## src/rtl/sorted_table_search_insert_delete_top_macros.svh

```systemverilog
// ----------------------------------------------------------------------------
// Sorted table assertion macros
// Concurrent check helpers; empty bodies when building for synthesis.
// ----------------------------------------------------------------------------
`ifndef SORTED_TABLE_SEARCH_INSERT_DELETE_TOP_MACROS_SVH
`define SORTED_TABLE_SEARCH_INSERT_DELETE_TOP_MACROS_SVH

`ifndef SYNTHESIS
// same-cycle implication
`define STC_ASSERT_IMPLY(lbl, clk, rst, ante, cons) \
   lbl: assert property (@(posedge clk) disable iff (rst) (ante) |-> (cons)) \
      else $error("sorted table check failed");
// next-cycle implication
`define STC_ASSERT_NEXT(lbl, clk, rst, ante, cons) \
   lbl: assert property (@(posedge clk) disable iff (rst) (ante) |=> (cons)) \
      else $error("sorted table check failed");
`else
`define STC_ASSERT_IMPLY(lbl, clk, rst, ante, cons)
`define STC_ASSERT_NEXT(lbl, clk, rst, ante, cons)
`endif

`endif

```

## src/rtl/stc_pkg.sv

```systemverilog
// ----------------------------------------------------------------------------
// Sorted table package
// Payload structs, cell command group and controller states.
// ----------------------------------------------------------------------------
package stc_pkg;

   localparam int VALUE_W    = 16;
   localparam int POSITION_W = 4;
   localparam int COUNT_W    = 5;

   typedef enum logic {
      REQ_LOAD  = 1'b0,
      REQ_QUERY = 1'b1
   } req_code_type;

   typedef struct packed {
      logic               req_type;
      logic [VALUE_W-1:0] value;
   } req_payload_type;

   typedef struct packed {
      logic                  found;
      logic [POSITION_W-1:0] position;
      logic [COUNT_W-1:0]    entry_count;
   } rsp_payload_type;

   // broadcast to every cell
   typedef struct packed {
      logic cmp_en;
      logic upd_en;
      logic del;
   } cell_cmd_type;

   typedef enum logic {
      ST_IDLE,
      ST_UPDATE
   } state_type;

endpackage

```

## src/rtl/stc_cell.sv

```systemverilog
// ----------------------------------------------------------------------------
// Sorted table cell
// Holds one key; compares against the request and shifts with its neighbours.
// ----------------------------------------------------------------------------
module stc_cell #(
   parameter int KEY_BITS = 16
) (
   input  logic                  clock,
   input  stc_pkg::cell_cmd_type cmd,
   input  logic [KEY_BITS-1:0]   key_req,
   input  logic                  cell_valid,
   input  logic                  lt_en,
   input  logic                  lt_prev,
   input  logic [KEY_BITS-1:0]   key_prev,
   input  logic [KEY_BITS-1:0]   key_next,
   output logic                  lt_out,
   output logic                  eq_out,
   output logic [KEY_BITS-1:0]   key_out
);
   import stc_pkg::*;

   logic [KEY_BITS-1:0] key_ff;
   logic [KEY_BITS-1:0] key_in;
   logic                lt_ff;
   logic                eq_ff;

   always_comb begin
      key_in = key_ff;
      // cells below the boundary keep their key
      if (cmd.upd_en && !lt_ff) begin
         if (cmd.del) begin
            key_in = key_next;
         end else if (lt_prev) begin
            key_in = key_req;
         end else begin
            key_in = key_prev;
         end
      end
   end

   always_ff @(posedge clock) begin
      key_ff <= key_in;
      if (cmd.cmp_en) begin
         lt_ff <= lt_en && cell_valid && (key_ff < key_req);
         eq_ff <= cell_valid && (key_ff == key_req);
      end
   end

   assign lt_out  = lt_ff;
   assign eq_out  = eq_ff;
   assign key_out = key_ff;

endmodule

```

## src/rtl/sorted_table_search_insert_delete_top.sv

```systemverilog
// ----------------------------------------------------------------------------
// Sorted table with search, insert and delete
// Row of key cells kept in ascending order with a valid-entry count.
// ----------------------------------------------------------------------------
// Usage:
//   A request transaction is taken on a rising edge with start high and busy
//   low; req_payload carries the request kind (load or query) and the key.
//   In that edge every cell compares its key with the request at once.
//   During the following cycle busy is high, the single boundary cell is
//   found from the registered flags, and the cells shift up (insert) or down
//   (delete) together with their neighbours.
//   Exactly one result transaction follows each request: rsp_strobe is high
//   for one cycle, registered at the end of the update cycle, with found,
//   position and the new entry_count in rsp_payload.
//   Busy holds off a new request until the parallel compare and the parallel
//   shift of the last one are done, for any table depth.
//   The receiver cannot stall; results are not held back.
//   Reset empties the table by clearing the count; cell keys are not cleared
//   and slots beyond the count are never used.
// ----------------------------------------------------------------------------
`include "sorted_table_search_insert_delete_top_macros.svh"

module sorted_table_search_insert_delete_top #(
   parameter int TABLE_DEPTH = 16,
   parameter int KEY_BITS    = 16
) (
   input  logic                     clock,
   input  logic                     reset,
   input  logic                     start,
   output logic                     busy,
   input  stc_pkg::req_payload_type req_payload,
   output logic                     rsp_strobe,
   output stc_pkg::rsp_payload_type rsp_payload
);
   import stc_pkg::*;

   localparam int IDX_W = $clog2(TABLE_DEPTH);
   localparam int CNT_W = $clog2(TABLE_DEPTH + 1);

   state_type              state_ff;
   state_type              state_in;
   logic [CNT_W-1:0]       count_ff;
   logic [CNT_W-1:0]       count_in;
   logic [KEY_BITS-1:0]    key_ff;
   logic                   query_ff;
   logic [KEY_BITS-1:0]    key_live;
   logic [KEY_BITS-1:0]    key_bcast;
   logic                   accept;
   cell_cmd_type           cmd;
   logic                   hit;
   logic [IDX_W-1:0]       pos;
   logic                   rsp_strobe_ff;
   rsp_payload_type        rsp_payload_ff;

   logic [TABLE_DEPTH-1:0] lt;
   logic [TABLE_DEPTH-1:0] eq;
   logic [TABLE_DEPTH-1:0] boundary;
   logic [KEY_BITS-1:0]    keys [TABLE_DEPTH];

   assign busy     = (state_ff == ST_UPDATE);
   assign accept   = start && !busy;
   assign key_live = KEY_BITS'(req_payload.value);
   assign key_bcast = busy ? key_ff : key_live;

   // exactly one cell sits at the first not-smaller slot
   always_comb begin
      hit = 1'b0;
      pos = '0;
      for (int i = 0; i < TABLE_DEPTH; i++) begin
         boundary[i] = !lt[i] && ((i == 0) ? 1'b1 : lt[(i == 0) ? 0 : i - 1]);
         if (boundary[i]) begin
            pos = pos | IDX_W'(i);
            hit = hit | eq[i];
         end
      end
   end

   always_comb begin
      state_in   = state_ff;
      cmd.cmp_en = 1'b0;
      cmd.upd_en = 1'b0;
      cmd.del    = 1'b0;
      count_in   = count_ff;
      unique case (state_ff)
         ST_IDLE: begin
            cmd.cmp_en = accept;
            if (accept) begin
               state_in = ST_UPDATE;
            end
         end
         ST_UPDATE: begin
            cmd.upd_en = 1'b1;
            cmd.del    = query_ff && hit;
            state_in   = ST_IDLE;
            if (cmd.del) begin
               count_in = count_ff - 1'b1;
            end else if (count_ff != CNT_W'(TABLE_DEPTH)) begin
               count_in = count_ff + 1'b1;
            end
         end
         default: state_in = ST_IDLE;
      endcase
   end

   always_ff @(posedge clock) begin
      if (reset) begin
         state_ff      <= ST_IDLE;
         count_ff      <= '0;
         rsp_strobe_ff <= 1'b0;
      end else begin
         state_ff      <= state_in;
         count_ff      <= count_in;
         rsp_strobe_ff <= cmd.upd_en;
      end
   end

   always_ff @(posedge clock) begin
      if (accept) begin
         key_ff   <= key_live;
         query_ff <= (req_payload.req_type == REQ_QUERY);
      end
      if (cmd.upd_en) begin
         rsp_payload_ff.found       <= cmd.del;
         rsp_payload_ff.position    <= POSITION_W'(pos);
         rsp_payload_ff.entry_count <= COUNT_W'(count_in);
      end
   end

   for (genvar g = 0; g < TABLE_DEPTH; g++) begin : g_cell
      localparam int PREV = (g == 0) ? 0 : g - 1;
      localparam int NEXT = (g == TABLE_DEPTH - 1) ? g : g + 1;

      stc_cell #(
         .KEY_BITS (KEY_BITS)
      ) u_cell (
         .clock      (clock),
         .cmd        (cmd),
         .key_req    (key_bcast),
         .cell_valid (CNT_W'(g) < count_ff),
         .lt_en      ((g == TABLE_DEPTH - 1) ? 1'b0 : 1'b1),
         .lt_prev    ((g == 0) ? 1'b1 : lt[PREV]),
         .key_prev   (keys[PREV]),
         .key_next   (keys[NEXT]),
         .lt_out     (lt[g]),
         .eq_out     (eq[g]),
         .key_out    (keys[g])
      );
   end

   assign rsp_strobe  = rsp_strobe_ff;
   assign rsp_payload = rsp_payload_ff;

   `STC_ASSERT_NEXT(a_accept_busy, clock, reset, accept, busy)
   `STC_ASSERT_NEXT(a_update_result, clock, reset, busy, rsp_strobe && !busy)
   `STC_ASSERT_IMPLY(a_count_range, clock, reset, 1'b1, count_ff <= CNT_W'(TABLE_DEPTH))
   `STC_ASSERT_IMPLY(a_found_shrinks, clock, reset, rsp_strobe && rsp_payload.found,
                     (count_ff + 1'b1) == $past(count_ff))

endmodule

```

## config.mk

```make
export PLATFORM = sky130hd
export DESIGN_NAME = sorted_table_search_insert_delete_top
export DESIGN_NICKNAME = d
export VERILOG_FILES = /design/src/rtl/stc_pkg.sv /design/src/rtl/stc_cell.sv /design/src/rtl/sorted_table_search_insert_delete_top.sv
export VERILOG_INCLUDE_DIRS = /design/src /design/src/rtl
export SDC_FILE = /design/constraint.sdc
export NUM_CORES = 1
export LEC_CHECK = 0
export BUFFER_PORTS_ARGS = -buffer_cell sky130_fd_sc_hd__buf_2
export CORE_MARGIN = 3
export CORE_UTILIZATION = 45
export CTS_BUF_LIST = sky130_fd_sc_hd__clkbuf_4
export CTS_CLUSTER_DIAMETER = 60
export DETAILED_ROUTE_END_ITERATION = 8
export REMOVE_ABC_BUFFERS = 1
export SLEW_MARGIN = 20
export SYNTH_ARGS = -nofsm -noshare
export SYNTH_HDL_FRONTEND = slang
export SYNTH_SLANG_ARGS = --single-unit
```

## constraint.sdc

```tcl
create_clock -name clock -period 4 [get_ports clock]
set_input_delay 0 -clock clock [delete_from_list [all_inputs] [get_ports clock]]
set_output_delay 0 -clock clock [all_outputs]
set_load 0.005 [all_outputs]
```

Word level (Yosys, flattened, before mapping)
Cells that the tools add are included.
{ "op_classes": {"add_sub_neg": 2, "n_lt_le_gt_ge": 31, "n_eq_ne": 17, "mux": 65, "bitwise": 17, "reduce_logical": 82} }
{ "op_table": {"columns": ["op", "count"], "rows": [
  ["16-bit 2-to-1 mux", 31],
  ["16-bit equality test", 16],
  ["16-bit less-than comparator", 15],
  ["1-bit logical AND", 62],
  ["4-bit by 5-bit less-than comparator with 1-bit output (first input constant)", 8],
  ["1-bit 2-to-1 mux", 21],
  ["3-bit by 5-bit less-than comparator with 1-bit output (first input constant)", 4],
  ["1-bit logical NOT", 16],
  ["5-bit 2-to-1 mux", 3],
  ["1-bit bitwise OR", 15],
  ["3-bit 2-to-1 mux", 4],
  ["1-bit by 5-bit less-than comparator with 1-bit output (first input constant)", 2],
  ["2-bit by 5-bit less-than comparator with 1-bit output (first input constant)", 2],
  ["2-bit 2-to-1 mux", 5],
  ["8-bit OR reduction", 1],
  ["5-bit by 1-bit adder with 5-bit output (second input constant)", 1],
  ["5-bit != test (second input constant)", 1],
  ["5-bit by 1-bit subtractor with 5-bit output (second input constant)", 1],
  ["4-bit OR reduction", 1],
  ["1-bit inverter", 2],
  ["1-bit case mux with 2 select lines", 1],
  ["2-bit AND reduction", 1],
  ["2-bit OR reduction", 1]
]} }
{ "word_totals": {"register_bits": 321, "input_bits": 20, "out_inout_bits": 12, "word_cells": 272} }

Logic depth before layout (Yosys ltp)
Gate-level depths: netlist of run 1.
{ "logic_depth": {"ltp_word": 35, "ltp_mapped": 10, "depth_no_buf": 8} }

Modules after synthesis
A second synthesis of run 1 with hierarchy kept.
{ "unflattened": {"hier_cells": 2249, "area_unflattened_um2": 22546.6} }
{ "modules_own_cells": {"columns": ["mod", "n_inst", "cells_per_inst", "area_each_um2"], "rows": [
  ["stc_cell", 16, 130, 1292.5],
  ["sorted_table_search_insert_delete_top", 1, 169, 1866.8]
]} }

Worst setup path before layout of run 1
OpenSTA, ideal clock, no wires.
{ "synth_timing": {"path_type": "register to register", "start": "register state_ff, in the netlist busy", "end": "register g_cell[7].u_cell.lt_ff (data pin)", "arrival_ps": 3478, "setup_slack_ps": 315, "path_stages_with_launch": 10, "n_path_buf": 2, "period_less_slack_ps": 3685, "cell_sequence": "dfxtp_1 -> clkbuf_1 -> mux2i_1 -> clkbuf_1 -> ha_1 -> a21oi_1 -> nor2_1 -> a2111oi_0 -> o21ai_0 -> a2111oi_0"} }
{ "synth_between": {"elab_chain_cells": 3} }
{ "synth_lines": {"columns": ["element", "line_no", "rtl"], "rows": [
  ["start, declared", "sorted_table_search_insert_delete_top.sv:40", "state_type state_ff;"],
  ["start signal, assigned", "sorted_table_search_insert_delete_top.sv:111", "state_ff <= state_in;"],
  ["16-bit 2-to-1 mux", "sorted_table_search_insert_delete_top.sv:63", "assign key_bcast = busy ? key_ff : key_live;"],
  ["16-bit less-than comparator", "stc_cell.sv:44", "lt_ff <= lt_en && cell_valid && (key_ff < key_req);"],
  ["1-bit logical AND", "stc_cell.sv:44", null],
  ["end signal, assigned", "stc_cell.sv:44", null],
  ["end, declared", "stc_cell.sv:24", "logic lt_ff;"]
]} }
No other way between the ends.
A chain may end at the register's enable or synchronous reset.

Final worst setup path of run 1
{ "layout_timing": {"start": "register state_ff, in the netlist busy", "end": "register g_cell[10].u_cell.lt_ff (data pin)"} }
{ "layout_between": {"elab_chain_cells": 3} }
{ "layout_lines": {"columns": ["element", "line_no"], "rows": [
  ["16-bit 2-to-1 mux", "sorted_table_search_insert_delete_top.sv:63"],
  ["16-bit less-than comparator", "stc_cell.sv:44"],
  ["1-bit logical AND", "stc_cell.sv:44"],
  ["end signal, assigned", "stc_cell.sv:44"],
  ["end, declared", "stc_cell.sv:24"]
]} }
No other way between the ends.

==> results of run 1 <==
-- state kept, by name (all words and copies together), names as in the netlist --
register / flops
query_ff: 1
busy: 1
key_ff: 16
g_cell.u_cell.lt_out: 15
g_cell.u_cell.eq_out: 16
count_ff: 5
rsp_payload: 10
rsp_strobe: 1
g_cell.u_cell.key_out: 256
-- cell usage in the layout (no fill, tap or decap), types with 8 or more instances in the layout --
cell,n
a211oi_1,12
a21o_1,33
a21oi_1,283
buf_12,14
buf_2,31
buf_4,77
clkbuf_4,130
clkinv_1,11
dlygate4sd3_1,38
edfxtp_1,314
ha_1,243
inv_1,40
mux2_1,17
mux2_2,194
mux2i_1,30
mux2i_4,15
nand2_1,40
nand3_1,14
nand4_1,57
nor2_1,296
nor2b_1,32
nor3_1,17
nor4_1,29
o211ai_1,8
o21a_1,24
o21ai_0,63
xor2_1,13
-- logic make-up (layout without fill, tap and decap cells) --
logic type	after synthesis	after routing	share of synthesized area, %
compound gates	466	466	12.5
other cells	0	1	0
simple gates	514	514	11.1
flops	321	321	44.8
fa+ha+maj	243	243	14.2
buf+inv	154	345	3.35
mux	257	257	13.3
xor+xnor	18	18	0.739
-- what timing repair did --
item                                    4_1_cts  5_1_grt
gates resized for setup                       0        0
endpoints found under the hold margin       177        0
endpoints found under the setup margin        0        0
hold buffers                                 38        0
-- worst max-delay path: cells and delay by family (launching register included) --
family / cells / cell delay [ps]
DFF: 1 / 710
buffers and inverters: 2 / 620
muxes: 1 / 620
and+or+nand+nor: 4 / 830
AOI/OAI and AO/OA: 1 / 140
adders and majority gates: 1 / 240
-- layout make-up --
cell class	count	area (µm²)	area share [%]
diodes	1	2.50	0.0103
repair buffers	160	1390	5.76
clock buffers	130	976	4.04
flip-flops and latches	321	9570	39.6
clock inverters	15	61.3	0.254
well taps	607	759	3.14
inverters	40	150	0.621
multi-input cells	1498	11300	46.6
-- worst paths after layout --
kind	from	to	slack, ps	cells past startpoint
hold reg to reg	g_cell[15].u_cell.key_out[8]$_DFFE_PP_	g_cell[14].u_cell.key_out[8]$_DFFE_PP_	580	1
setup reg to reg	busy$_SDFF_PP0_	g_cell[10].u_cell.lt_out$_DFFE_PP_	550	9
hold / removal	start	key_ff[12]$_DFFE_PP_	300	3
setup / recovery	busy$_SDFF_PP0_	g_cell[10].u_cell.lt_out$_DFFE_PP_	550	9
-- power by group --
group	total, mW	switching (mW)	internal (mW)
sequential	4.11	0.170	3.94
combinational	1.86	1.06	0.801
clock	2.88	1.41	1.47
total	8.84	2.64	6.20
-- metal layers --
| layer | GRT usage [%] | wire length [µm] | vias to the layer above |
|---|---|---|---|
| li1 | - | - | 7797 |
| met1 | 35.9 | 28700 | 8093 |
| met2 | 39.7 | 28600 | 634 |
| met3 | 3.93 | 4560 | 83 |
| met4 | 7.94 | 1320 | 0 |
| met5 | 0 | 0 | - |
-- metrics by stage --
stage | worst slack [ps] | utilization [%] | hold slack (ps) | TNS [ps]
5_1_grt | 388 | 51.8 | 275 | 0
3_3_place_gp | 600 | 48.8 | 181 | 0
3_5_place_dp | 519 | 48.8 | 181 | 0
4_1_cts | 528 | 51.8 | 253 | 0
6_report | 549 | 51.8 | 305 | 0
2_1_floorplan | -5580 | - | 66.7 | -1337610
==> impl_metrics.toml, run 1 <==
[clocking]
cts.sinks = 321
cts_buffers = 88
htree_levels = 3
path_clk_slew_ps = 70
cts_root_buf = "clkbuf_4"
insertion_delay_ps = 800
cts_tree = "built"
clockBufferDepth = 3
post_cts_buffers = 0

[floorplan]
coreArea_mm2 = 0.0467
io_pins = 32
rows = 79
start_util_pct = 45.8
dieWidth_um = 224
dieArea_mm2 = 0.0501
die_y_um = 224

[critical_path]
crit_type = "register to register"
end_kind = "register"
arrival_ps = 3970
critPathLaunchType = "register"
cpMaxStageDelayCell = "dfxtp_2"
cp_slowest_stage_delay_ps = 710
cp_cell_sequence = "buf_4 > mux2i_4 > buf_4 > ha_1 > nand4_1 > nor2_1 > a21oi_1 > nand2_1 > nor4_1"
path_max_fanout = 13
worstPathRequired_ps = 4520
critPathMostFrequentCell = "buf_4"

[run]
maxCapViolCount = 0

[drt]
first_pass_iters = 5
drtAntennaViolNets = 0
viasPerCell = 5.99
wirelength_um = 63300
vias = 16600
wl_per_cell_um = 22.8
drc = 0
drtIter0Drc = 1504

[synth]
synth-seq-cells = 321
synth_edf_count = 314
syn_area_mm2 = 0.0213
yosysWarnings = 0
synth_ff_type = "edfxtp_1"
netlist_instances = 1973
async_flop_share_pct = 0
synth_area_per_cell_um2 = 10.8
synth_area_leaders = "edfxtp_1, ha_1, mux2_2, a21oi_1, nor2_1"
ys_seq_area_share_pct = 44.8
synthMostInstantiatedCell = "edfxtp_1"
yosys.area.top_type = "edfxtp_1"
ys_top_cells_by_count = "edfxtp_1, nor2_1, a21oi_1"
yosysUniqueCellTypes = 56
synth_top_area_share_pct = 44.2

[place]
dp.cells = 2588
numPortBuffers = 31
hpwl_um = 45400
gp_congestion = 0.870
place_area_mm2 = 0.0228

[pwr]
powerDensity_mw_per_mm2 = 366
peakVddDrop_mv = 0.172
leakage_nw = 9.50
finalPower_mw = 8.84

[hold_path]
holdCritPathClass = "input pin to register"

[sta]
rsz0062_at_grt = "no"
finalCritPeriodShare_pct = 86.3
hold_viol = 0
fin_skew_ps = 62.4
fin_crit_ps = 3450
slew_headroom_pct = 47.4
tightestPinTransition_ps = 787
maxSlewViolCount = 0
finalSetupViolCount = 0
clock.fmax_mhz = 290

[grt]
first_global_vias = 16300
grt_max_degree = 42
grt_usage_pct = 25.2
grt_pass1_wl_um = 97400
gr-total-overflow = 0
antenna_found_initial = 1

[cells_and_area]
drive_gt1_share_pct = 22.0
synthToLayoutAreaGrowth_pct = 13.3
design_area_mm2 = 0.0242
fin_cells = 2772
fillers = 4171
final_nets = 2372

[run_status]
status = "completed"
No activity file was read; power rests on OpenSTA's default activity.
==> inputs of run 2 (changes only) <==
RECOVER_POWER = 50   (was not set)
==> impl_metrics.toml, run 2 (synthesized netlist as in run 1, its figures left out) <==
[run_status]
status = "finished with violations"
violations = "max-capacitance violations, max-slew violations"

[cells_and_area]
multi_input_area_mm2 = 0.0112
synthToLayoutAreaGrowth_pct = 12.8
largest_reg_flops = 256
ff_latch_area_mm2 = 0.00957
drive_gt1_share_pct = 20.2
final_common_cell = "edfxtp_1"
fin_cells = 2772
layout_common_cells = "edfxtp_1, nor2_1, a21oi_1"
design_area_mm2 = 0.0241
fillers = 4205
fin_util_pct = 51.6
final_nets = 2372

[floorplan]
coreArea_mm2 = 0.0467
rows = 79
start_util_pct = 45.8
die_y_um = 224
dieWidth_um = 224
io_pins = 32
dieArea_mm2 = 0.0501

[pwr]
p_clk_share_pct = 32.5
switching_share_pct = 29.8
p_int_mw = 6.19
p_sw_mw = 2.63
finalPower_mw = 8.82
power_frac_comb_pct = 20.9
p_seq_share_pct = 46.6
powerDensity_mw_per_mm2 = 367
leakage_nw = 9.38
peakVddDrop_mv = 0.174

[place]
dp.cells = 2588
gp_congestion = 0.870
hpwl_um = 45400
numPortBuffers = 31
place_area_mm2 = 0.0228

[hold_path]
holdPathEnd = "g_cell[15].u_cell.key_out[11]$_DFFE_PP_"
hold_depth = 4
holdCritPathClass = "input pin to register"
min_from = "req_payload[11]"

[critical_path]
rr_startpoint = "busy$_SDFF_PP0_"
crit_type = "register to register"
cp_num_buf_inv = 1
cpMaxStageDelayCell = "clkbuf_1"
worstPathRequired_ps = 4500
r2r_cells = 6
cp_cell_sequence = "mux2i_4 > clkbuf_1 > ha_1 > nor4_1 > a2111oi_0 > nor4_1"
end_kind = "register"
critPathLaunchType = "register"
arrival_ps = 4270
critPathMostFrequentCell = "nor4_1"
crit_family = "buffers and inverters"
cp_slowest_stage_delay_ps = 1010
path_max_fanout = 13
r2r_slack_ps = 230
r2r-end = "g_cell[10].u_cell.lt_out$_DFFE_PP_"

[sta]
tightestPinTransition_ps = 2410
maxSlewViolCount = 41
clock.fmax_mhz = 265
rsz0062_at_grt = "no"
finalCritPeriodShare_pct = 94.4
finalSetupViolCount = 0
fin_crit_ps = 3770
fin_skew_ps = 54.7
hold_viol = 0
hold_ws_ps = 422
slew_headroom_pct = -60.8

[clocking]
htree_levels = 3
cts_tree = "built"
ctsResizeCount = 0
insertion_delay_ps = 790
cts_buffers = 88
cts.sinks = 321
clockBufferDepth = 3
cts_root_buf = "clkbuf_4"
path_clk_slew_ps = 70

[drt]
drc = 0
drtAntennaViolNets = 0
drtIter0Drc = 1469
first_pass_iters = 5
wl_per_cell_um = 22.8
wirelength_um = 63100
viasPerCell = 5.99
vias = 16600

[grt]
gr-total-overflow = 0
grt_pass1_wl_um = 97400
grt_max_degree = 42
grt_usage_pct = 25.2
first_global_vias = 16300
antenna_found_initial = 1

[run]
maxCapViolCount = 2
## run 2: changes by cell type in the layout (fill, tap and decap cells not counted)
| cell | previous run | this run |
|---|---|---|
| mux2i_4 | 15 | 14 |
| clkbuf_1 | 0 | 35 |
| buf_2 | 31 | 7 |
| nor2b_1 | 32 | 33 |
| buf_4 | 77 | 57 |
| clkbuf_2 | 0 | 9 |
| and2_0 | 0 | 1 |
| mux2i_1 | 30 | 31 |
| and2_1 | 3 | 2 |
| nor2b_4 | 2 | 1 |
## run 2: worst max-delay path by stage
| stage | start | endpoint | slack (ps) | cells past startpoint |
|---|---|---|---|---|
| floorplan | g_cell[12].u_cell.lt_out$_DFFE_PP_ | count_ff[0]$_SDFF_PP0_ | -5580 | 5 |
| global placement | busy$_SDFF_PP0_ | g_cell[10].u_cell.lt_out$_DFFE_PP_ | 600 | 9 |
| detailed placement | busy$_SDFF_PP0_ | g_cell[10].u_cell.lt_out$_DFFE_PP_ | 520 | 9 |
| CTS | busy$_SDFF_PP0_ | g_cell[10].u_cell.lt_out$_DFFE_PP_ | 530 | 9 |
| global route | busy$_SDFF_PP0_ | g_cell[6].u_cell.eq_out$_DFFE_PP_ | 190 | 8 |
| finish | busy$_SDFF_PP0_ | g_cell[10].u_cell.lt_out$_DFFE_PP_ | 230 | 6 |
## run 2: power by group through the flow
| stage | Sequential (mW) | Combinational [mW] | Clock, mW |
|---|---|---|---|
| after floorplan | 4.17 | 1.17 | 0 |
| after global routing | 4.12 | 2.04 | 3.12 |
| after detailed placement | 4.17 | 1.80 | 0 |
| after global placement | 4.17 | 1.74 | 0 |
| final | 4.11 | 1.84 | 2.87 |
| after CTS | 4.10 | 1.84 | 2.94 |
## run 2: stage by stage
step           setup TNS [ps]  setup WS (ps)
3_3_place_gp                0            600
5_1_grt                     0            195
6_report                    0            226
4_1_cts                     0            528
3_5_place_dp                0            519
2_1_floorplan        -1337610          -5580
## run 2: worst register-to-register path, stage by stage, from the launching register on
cell,delay [ps]
dfxtp_2,700
mux2i_4,480
clkbuf_1,1010
ha_1,380
nor4_1,70
a2111oi_0,620
nor4_1,220
## run 2: cell type report
cell class	instances	area share [%]
antenna	1	0.0104
clock buffer	130	4.05
clock inverter	15	0.255
inverter	40	0.624
multi-input combinational	1498	46.7
sequential	321	39.8
tap	607	3.16
timing repair buffer	160	5.40
## run 2: what timing repair did
action / CTS / global route
hold buffers: 38 / 0
setup buffers: 0 / 0
hold endpoints to repair: 177 / 0
## run 2: per-layer routing
layer | track usage (%) | wire (µm) | vias up
met4 | 7.94 | 1220 | 0
met1 | 35.9 | 28800 | 8127
met3 | 3.93 | 4390 | 72
met2 | 39.7 | 28800 | 607
li1 | - | - | 7798
met5 | 0 | 0 | -
==> inputs of run 3 (changes only) <==
--- a/config.mk
+++ b/config.mk
@@ -14,2 +14,3 @@
 export DETAILED_ROUTE_END_ITERATION = 8
+export MAX_ROUTING_LAYER = met4
 export RECOVER_POWER = 50
==> constraint.sdc (replaced) <==
create_clock -name clock -period 4 [get_ports clock]
set_input_delay 0.6 -clock clock [delete_from_list [all_inputs] [get_ports clock]]
set_output_delay 0.6 -clock clock [all_outputs]
set_load 0.005 [all_outputs]
==> impl_metrics.toml, run 3 (synthesized netlist as in run 1, its figures left out) <==
[run_status]
status = "finished with violations"
violations = "max-capacitance violations, max-slew violations"

[clocking]
cts_buffers = 88
htree_levels = 3
cts_hold_buf = 17
clockBufferDepth = 3
ctsResizeCount = 0
cts.sinks = 321
cts_tree = "built"
path_clk_slew_ps = 70
post_cts_buffers = 0
cts_root_buf = "clkbuf_4"
insertion_delay_ps = 810

[drt]
drtAntennaViolNets = 0
wl_per_cell_um = 22.7
vias = 16500
first_pass_iters = 5
viasPerCell = 6.01
drc = 0
wirelength_um = 62400
drtIter0Drc = 1585

[sta]
setup_slack_ps = 304
tightestPinTransition_ps = 2350
clock.fmax_mhz = 271
hold_ws_ps = 94.4
maxSlewViolCount = 41
fin_skew_ps = 64.6
rsz0062_at_grt = "no"
fin_crit_ps = 3700
setup_tns_ps = 0
finalCritPeriodShare_pct = 92.4
slew_headroom_pct = -57.2
finalSetupViolCount = 0
hold_viol = 0

[pwr]
powerDensity_mw_per_mm2 = 369
peakVddDrop_mv = 0.164
finalPower_mw = 8.80
leakage_nw = 9.30

[cells_and_area]
largest_reg_flops = 256
fin_cells = 2751
final_common_cell = "edfxtp_1"
layout_common_cells = "edfxtp_1, nor2_1, a21oi_1"
ff_latch_area_mm2 = 0.00957
final_nets = 2351
synthToLayoutAreaGrowth_pct = 11.8
drive_gt1_share_pct = 20.5
multi_input_area_mm2 = 0.0112
fillers = 4223

[hold_path]
holdCritPathClass = "input pin to register"
hold_depth = 2
holdPathEnd = "count_ff[1]$_SDFF_PP0_"
min_from = "reset"

[critical_path]
critPathMostFrequentCell = "nor4_1"
critPathLaunchType = "register"
r2r_cells = 6
cp_num_buf_inv = 1
crit_type = "register to register"
cp_cell_sequence = "mux2i_4 > clkbuf_1 > ha_1 > nor4_1 > a2111oi_0 > nor4_1"
r2r_slack_ps = 300
r2r-end = "g_cell[10].u_cell.lt_out$_DFFE_PP_"
path_max_fanout = 13
rr_startpoint = "busy$_SDFF_PP0_"
cpMaxStageDelayCell = "clkbuf_1"
end_kind = "register"
arrival_ps = 4200
worstPathRequired_ps = 4510
crit_family = "buffers and inverters"
cp_slowest_stage_delay_ps = 960

[grt]
grt_pass1_wl_um = 96300
antenna_found_initial = 1
grt_max_degree = 42
first_global_vias = 16200
grt_usage_pct = 25.7
gr-total-overflow = 0

[place]
dp.cells = 2588
hpwl_um = 45400
numPortBuffers = 31
gp_congestion = 0.886
dpl_worst_slack_ps = 519

[floorplan]
dieArea_mm2 = 0.0501
dieWidth_um = 224
rows = 79
start_util_pct = 45.8
io_pins = 32
die_y_um = 224
coreArea_mm2 = 0.0467

[run]
maxCapViolCount = 2
[run 3: worst max path at each step]
| stage | from | end | cells past startpoint |
|---|---|---|---|
| 2_1_floorplan | g_cell[12].u_cell.lt_out$_DFFE_PP_ | count_ff[0]$_SDFF_PP0_ | 5 |
| 3_3_place_gp | busy$_SDFF_PP0_ | g_cell[10].u_cell.lt_out$_DFFE_PP_ | 9 |
| 3_5_place_dp | busy$_SDFF_PP0_ | g_cell[10].u_cell.lt_out$_DFFE_PP_ | 9 |
| 4_1_cts | busy$_SDFF_PP0_ | g_cell[10].u_cell.lt_out$_DFFE_PP_ | 9 |
| 5_1_grt | busy$_SDFF_PP0_ | g_cell[11].u_cell.key_out[12]$_DFFE_PP_ | 5 |
| 6_report | busy$_SDFF_PP0_ | g_cell[10].u_cell.lt_out$_DFFE_PP_ | 6 |
[run 3: per-layer routing]
metal | routed length, µm | global-route usage [%] | vias up
met1 | 29100 | 35.9 | 8134
met3 | 3810 | 3.58 | 76
met4 | 1240 | 7.94 | 0
met5 | 0 | - | -
li1 | - | - | 7759
met2 | 28300 | 38.9 | 572
[run 3: stage by stage]
step                      instance area (µm²)  util, %
final                                   23900     51.2
after floorplan                         20800        -
after detailed placement                22800     48.8
after global routing                    23900     51.2
after CTS                               24000     51.4
after global placement                  22800     48.8
[run 3: worst register-to-register path, stage by stage, from the launching register on]
cell and delay (ps):
dfxtp_2 690, mux2i_4 460, clkbuf_1 960, ha_1 370
nor4_1 70, a2111oi_0 620, nor4_1 220
[run 3: power breakdown]
group / total, mW / leakage (nW) / switching [mW] / internal (mW)
clock network: 2.87 / 0.628 / 1.40 / 1.47
registers: 4.11 / 2.96 / 0.170 / 3.94
logic: 1.82 / 5.71 / 1.05 / 0.775
total: 8.80 / 9.30 / 2.62 / 6.18
[run 3: area by class of cell]
class,count,area share [%]
diodes,1,0.0105
clock buffers,130,4.09
clock inverters,15,0.257
inverters,40,0.629
multi-input cells,1498,47.1
flip-flops and latches,321,40.1
well taps,607,3.18
repair buffers,139,4.59
